### src/rtl/gsip_pkg.sv
// Shared types, constants and arithmetic helpers for the grid segment projection.
package gsip_pkg;

  localparam int unsigned IsoFrac = 30;
  localparam logic signed [31:0] Cos30Q30 = 32'sd929887697;
  localparam logic signed [31:0] Sin30Q30 = 32'sd536870912;
  localparam logic signed [31:0] Cos15Q30 = 32'sd1037154959;
  localparam logic signed [31:0] Sin15Q30 = 32'sd277904834;

  // Register indexes on the configuration port.
  localparam logic [2:0] RegXyScale = 3'd0;
  localparam logic [2:0] RegZScale  = 3'd1;
  localparam logic [2:0] RegRotX    = 3'd2;
  localparam logic [2:0] RegRotY    = 3'd3;
  localparam logic [2:0] RegRotZ    = 3'd4;
  localparam logic [2:0] RegIsoView = 3'd5;
  localparam logic [2:0] RegXOffset = 3'd6;
  localparam logic [2:0] RegYOffset = 3'd7;

  // Configuration as seen by the lanes.
  typedef struct packed {
    logic        [11:0] xy_scale;
    logic signed [12:0] z_scale;
    logic        [31:0] rot_x;
    logic        [31:0] rot_y;
    logic        [31:0] rot_z;
    logic               iso_view;
    logic signed [15:0] x_offset;
    logic signed [15:0] y_offset;
  } cfg_t;

  // Saturate a wide signed value to 32 bits.
  function automatic logic signed [31:0] sat32(input logic signed [79:0] v);
    logic signed [79:0] hi;
    logic signed [79:0] lo;
    hi = 80'sd2147483647;
    lo = -80'sd2147483648;
    if (v > hi) sat32 = 32'sh7fffffff;
    else if (v < lo) sat32 = 32'sh80000000;
    else sat32 = v[31:0];
  endfunction

  // Arithmetic shift right rounding toward zero.
  function automatic logic signed [79:0] trunc_shr(input logic signed [79:0] v,
                                                   input int unsigned sh);
    logic signed [79:0] bias;
    bias = v[79] ? ((80'sd1 <<< sh) - 80'sd1) : 80'sd0;
    trunc_shr = (v + bias) >>> sh;
  endfunction

endpackage

### src/rtl/gsip_cfg.sv
// APB-style register file for the projection settings.
module gsip_cfg (
  input  logic           clk_i,
  input  logic           rst_ni,
  input  logic           psel,
  input  logic           penable,
  input  logic           pwrite,
  input  logic [4:0]     paddr,
  input  logic [31:0]    pwdata,
  output logic [31:0]    prdata,
  output logic           pready,
  output gsip_pkg::cfg_t cfg_o
);

  gsip_pkg::cfg_t cfg_q;
  logic [2:0] idx;
  assign idx    = paddr[4:2];
  assign pready = 1'b1;
  assign cfg_o  = cfg_q;

  // Register writes.
  always_ff @(posedge clk_i or negedge rst_ni) begin
    if (!rst_ni) begin
      cfg_q.xy_scale <= 12'd1;
      cfg_q.z_scale  <= 13'sd1;
      cfg_q.rot_x    <= 32'd16384;
      cfg_q.rot_y    <= 32'd16384;
      cfg_q.rot_z    <= 32'd16384;
      cfg_q.iso_view <= 1'b0;
      cfg_q.x_offset <= '0;
      cfg_q.y_offset <= '0;
    end else if (psel && penable && pwrite) begin
      unique case (idx)
        gsip_pkg::RegXyScale: cfg_q.xy_scale <= pwdata[11:0];
        gsip_pkg::RegZScale:  cfg_q.z_scale  <= pwdata[12:0];
        gsip_pkg::RegRotX:    cfg_q.rot_x    <= pwdata;
        gsip_pkg::RegRotY:    cfg_q.rot_y    <= pwdata;
        gsip_pkg::RegRotZ:    cfg_q.rot_z    <= pwdata;
        gsip_pkg::RegIsoView: cfg_q.iso_view <= pwdata[0];
        gsip_pkg::RegXOffset: cfg_q.x_offset <= pwdata[15:0];
        gsip_pkg::RegYOffset: cfg_q.y_offset <= pwdata[15:0];
        default: ;
      endcase
    end
  end

  // Read back.
  always_comb begin
    unique case (idx)
      gsip_pkg::RegXyScale: prdata = 32'(cfg_q.xy_scale);
      gsip_pkg::RegZScale:  prdata = 32'(unsigned'(cfg_q.z_scale));
      gsip_pkg::RegRotX:    prdata = cfg_q.rot_x;
      gsip_pkg::RegRotY:    prdata = cfg_q.rot_y;
      gsip_pkg::RegRotZ:    prdata = cfg_q.rot_z;
      gsip_pkg::RegIsoView: prdata = 32'(cfg_q.iso_view);
      gsip_pkg::RegXOffset: prdata = 32'(unsigned'(cfg_q.x_offset));
      gsip_pkg::RegYOffset: prdata = 32'(unsigned'(cfg_q.y_offset));
      default:              prdata = '0;
    endcase
  end

endmodule

### config.mk
export PLATFORM = sky130hd
export DESIGN_NAME = gsip_cfg
export DESIGN_NICKNAME = d
export VERILOG_FILES = /design/src/rtl/gsip_pkg.sv /design/src/rtl/gsip_cfg.sv
export SDC_FILE = /design/constraint.sdc
export NUM_CORES = 1
export LEC_CHECK = 0
export BUFFER_PORTS_ARGS = -buffer_cell sky130_fd_sc_hd__buf_2
export CORE_MARGIN = 3
export CORE_UTILIZATION = 51
export CTS_CLUSTER_SIZE = 40
export DETAILED_ROUTE_END_ITERATION = 10
export HOLD_SLACK_MARGIN = 0.15
export PLACE_DENSITY = 0.89
export SLEW_MARGIN = 20
export SYNTH_ARGS = -nofsm -noshare
export SYNTH_HDL_FRONTEND = slang
export SYNTH_SLANG_ARGS = --single-unit
### constraint.sdc
create_clock -name clk_i -period 1.9 [get_ports clk_i]
set_input_delay 0.285 -clock clk_i [delete_from_list [all_inputs] [get_ports clk_i]]
set_output_delay 0.285 -clock clk_i [all_outputs]
set_load 0.02 [all_outputs]
==> Word level (Yosys, flattened, before mapping) <==
Index checks and enable logic that the tools add are counted.
Widths: inputs -> output; s select.
{ "totals": {"out_inout_bits": 187, "ff_bits": 154, "wordCells": 27} }
{ "op_classes": {"n_eq_ne": 7, "muxes": 1, "reduce_logical": 11} }
{ "ops": {"columns": ["operator", "n"], "rows": [
  ["$pmux 32 s8", 1],
  ["$reduce_and 2->1", 8],
  ["$eq 3x3->1 const B", 4],
  ["$eq 3x2->1 const B", 2],
  ["$eq 3x1->1 const B", 1],
  ["$logic_not 3->1", 1],
  ["$logic_and 1x1->1", 2]
]} }

==> Depth between registers and ports, before layout <==
{ "logic_depth": {"ltp_word": 3, "depth_mapped": 6} }

==> Worst setup path before layout <==
Ideal clock, no wire load.
{ "synth_path": {"path_type": "input to output", "startpoint": "input paddr[3]", "endpoint": "output prdata[14]", "n_path_buf": 3, "path_stages": 6, "required_ns": 1.615, "arrival_ns": 1.475, "slack_ns": 0.140, "cell_sequence": "clkbuf_2 > buf_4 > buf_2 > mux2i_1 > o22a_1 > o22ai_1"} }
{ "synth_between": {"elab_chain_len": 2} }
{ "synth_rtl": {"columns": ["element", "line_no", "rtl"], "rows": [
  ["from (decl)", "gsip_cfg.sv:8", "input logic [4:0] paddr,"],
  ["$eq 3x3->1 (tied with other cells)", "gsip_cfg.sv:49", "unique case (idx)"],
  ["$pmux 32 s8 *", "gsip_cfg.sv:49", null],
  ["to (decl)", "gsip_cfg.sv:10", "output logic [31:0] prdata,"]
]} }
Mark *: on every way between the ends. The rest lies on a longest branch, timed or not.

==> Worst setup path after layout <==
{ "layout_path": {"startpoint": "register cfg_q, in the netlist cfg_o[3]", "endpoint": "output prdata[3]"} }
{ "layout_between": {"elab_chain_len": 1} }
{ "layout_rtl": {"columns": ["element", "line_no", "rtl"], "rows": [
  ["from (decl)", "gsip_cfg.sv:15", "gsip_pkg::cfg_t cfg_q;"],
  ["$pmux 32 s8", "gsip_cfg.sv:49", null]
]} }
No other way between the ends.

==> summary.txt <==
Critical path type - flip-flop to primary output
Grt peak-use layer - met2
Complex-gate fraction of the synthesized area - 0.0548
Post-DP HPWL - 14.1 mm
Largest net degree at the start of global routing - 52
Die height - 123 µm
Mux contribution to synthesized area - 0.338
Post-synth EDFFs - 0
CP arrival - 1.65 ns
CP max stage delay - 0.49 ns
TritonCTS clock tree - yes
Initial drt markers - 326
Share of total power in sequential cells - 0.399
GRT met2 Usage - 0.458
Gp weighted congestion - 0.885
Die X - 123 µm
Final period util - 1.02
Adder-cell share of the synthesized area - 0
Final-report setup violation count - 2
# diodes - 0
Final worst slack - -0.0366 ns
Row count - 42
F_max - 516 MHz
Root Driver - clkbuf_16
H-Tree Depth - 4
NetSw - 3.71 mW
Final Hold Violating Endpoints - 0
Syn_nets - 522
Register bit total from synthesis - 154
Worst-path cell chain - mux4_2 > nor2_2 > a31oi_1 > buf_2
CP startpoint kind - flip-flop
Setup TNS Final - -0.0492 ns
GRT Total Usage - 0.270
Internal - 7.49 mW
Clk_lat worst skew - 0.42 ns
Clock slew at reported path FFs - 0.06 ns
Core box area - 13300 µm²
Clk buf depth - 2
Max Cap Viol - 0
Synth Flop Type - dfrtp_1
Number of routed nets with antenna violations - 0
Min Clock Period, post-route - 1.94 ns
Yosys top cell area share - 0.531
Synthesized-area fraction occupied by and/or/nand/nor cells - 0.0300
Top Ports - 229
Clock Skews - 0 ns
Initial antenna violation count - 0
CP Capture Type - primary output
Number of vias per cell - 5.82
Finished Layout Cells - 953
Total Nets Final - 807
Yosys warns - 0
Sink Count - 154
Vias in the first global route - 5668
Area Growth Syn to Fin - 37.8%
DRC - 0
Global routing usage on met1 - 0.327
Hold Path Class - input port to flip-flop
RSZ-0062 raised after global routing - true
Area of the die - 15200 µm²
Critical path required time - 1.62 ns
Peak supply drop - 933 µV
Gate power share - 0.295
Max FFs per register - 154
Syn Area/Cell - 14.6 µm²
Leakage - 4.89 nW
Post-Route WL - 20.8 mm
Mapped Area - 7020 µm²
CP Max Fanout - 3
Synth unique cells - 40
DR pass1 iterations - 5
Port Buffers - 225
Initial core utilization - 0.526
CTS Buf Count - 17
Drt wl/cell - 21.8 µm
Clock share of power - 0.306
Fin. max-slew vios - 0
Failing checks - negative setup slack
Least-Margin Pin Slew - 0.510 ns
Status - finished, violations left
Synth async-reset ratio - 1.00
Worst relative slew slack - 0.660
Switching Fraction - 0.331
XOR/XNOR share of the synthesized area - 0
Slowest cell on the critical path - mux4_2
Met3 usage - 0.0558
Pwr dens - 1160 nW/µm²
Post-Syn Instances - 480
Largest area contributor in the netlist - dfrtp_1
Seq/Total Area, Yosys - 0.550
Combinational family with the most area after synthesis - multiplexers
Via count - 5542
Placed cells - 886
Top cells by area, synth - dfrtp_1, mux2_2, mux2i_1
Remaining global-route overflow - 0
Layout cells sized above 1 - 0.641
Wire length of the first global-routing pass - 30.6 mm
-- what timing repair did --
| item | in CTS | in global routing |
|---|---|---|
| buffers inserted | 9 | 8 |
| hold buffers | 18 | 1 |
| resized for setup | 8 | 13 |
| pin swaps | 2 | 4 |
| hold endpoints to repair | 89 | 2 |
| setup endpoints to repair | 6 | 11 |
-- metal layers --
metal | part of all wire | vias up
met4 | 0.034 | 0
met5 | 0 | -
met2 | 0.53 | 282
met1 | 0.38 | 2855
li1 | - | 2351
met3 | 0.062 | 54
-- stage by stage --
stage	hold slack [ns]	power (mW)	setup WS [ns]	utilization	cell area, µm²
finish	0.167	11.2	-0.0366	0.724	9670
floorplan	-0.0106	6.31	0.140	-	7020
global route	0.158	11.7	-0.0968	0.724	9670
global placement	0.270	7.45	0.0561	0.651	8690
CTS	0.154	11.2	-0.0621	0.716	9550
detailed placement	0.276	7.62	0.0599	0.651	8690
-- cell type report --
cell class | count | area, µm²
Inverter | 4 | 18.8
Clock inverter | 9 | 111
Sequential cell | 154 | 3860
Multi-Input combinational cell | 290 | 3020
Fill cell | 846 | 3680
Clock buffer | 22 | 494
Tap cell | 176 | 220
Timing Repair Buffer | 298 | 1940
-- cells in the mapped netlist, drive strengths merged (4+ instances only) --
master and instances:
nand2 9, a21oi 8, clkbuf 6, dfstp 5, dfrtp 149, mux4 10
mux2 166, nor2 15, a22oi 8, o2bb2ai 17, o21ai 4, mux2i 24
buf 26
-- cells by family after synthesis --
| kind of cell | count (synthesis) |
|---|---|
| other | 1 |
| AOI/OAI and AO/OA | 51 |
| buffers and inverters | 36 |
| muxes | 200 |
| and+or+nand+nor | 38 |
| DFF | 154 |
-- placed cells by master (no fill, tap or decap), types with 3 or more instances in the layout --
| master | instances |
|---|---|
| nand2_1 | 7 |
| nand3_1 | 3 |
| o22a_1 | 3 |
| buf_2 | 218 |
| mux2_2 | 146 |
| clkinvlp_4 | 3 |
| nor2_1 | 9 |
| dlygate4sd3_1 | 19 |
| clkbuf_8 | 5 |
| buf_6 | 4 |
| a211oi_1 | 3 |
| dfrtp_1 | 149 |
| mux2_1 | 10 |
| dfstp_2 | 5 |
| nor2_2 | 3 |
| a21oi_1 | 7 |
| clkbuf_16 | 17 |
| mux4_2 | 10 |
| a22oi_1 | 8 |
| inv_1 | 3 |
| mux2_4 | 10 |
| nor2_4 | 3 |
| buf_12 | 15 |
| mux2i_1 | 24 |
| buf_4 | 42 |
| o2bb2ai_1 | 17 |
-- path summary, 6_finish.rpt --
check / to / cells past startpoint / from / slack, ns
worst max-delay path: prdata[3] / 4 / cfg_o[3] / -0.04
worst min-delay path: cfg_o[147] / 2 / pwdata[5] / 0.17
worst max register to register: cfg_o[148] / 2 / cfg_o[148] / 0.96
worst min register to register: cfg_o[74] / 1 / cfg_o[74] / 0.53
max in group asynchronous: cfg_o[142] / 3 / rst_ni / 0.88
min in group asynchronous: cfg_o[49] / 2 / rst_ni / 0.39
-- power by group through the flow --
stage | Combinational (mW) | Clock [mW] | Sequential, mW
6_report | 3.30 | 3.42 | 4.47
5_1_grt | 3.49 | 3.63 | 4.54
4_1_cts | 3.23 | 3.47 | 4.45
3_5_place_dp | 3.11 | 0 | 4.51
3_3_place_gp | 3.01 | 0 | 4.44
2_1_floorplan | 1.10 | 0 | 5.21
-- critical path, delay by kind of cell, from the launching register on --
kind | cells | cell delay [ns]
buf+inv | 1 | 0.17
simple gates | 1 | 0.12
flops | 1 | 0.39
mux | 1 | 0.49
compound gates | 1 | 0.05
No activity file was read; power rests on OpenSTA's default activity.
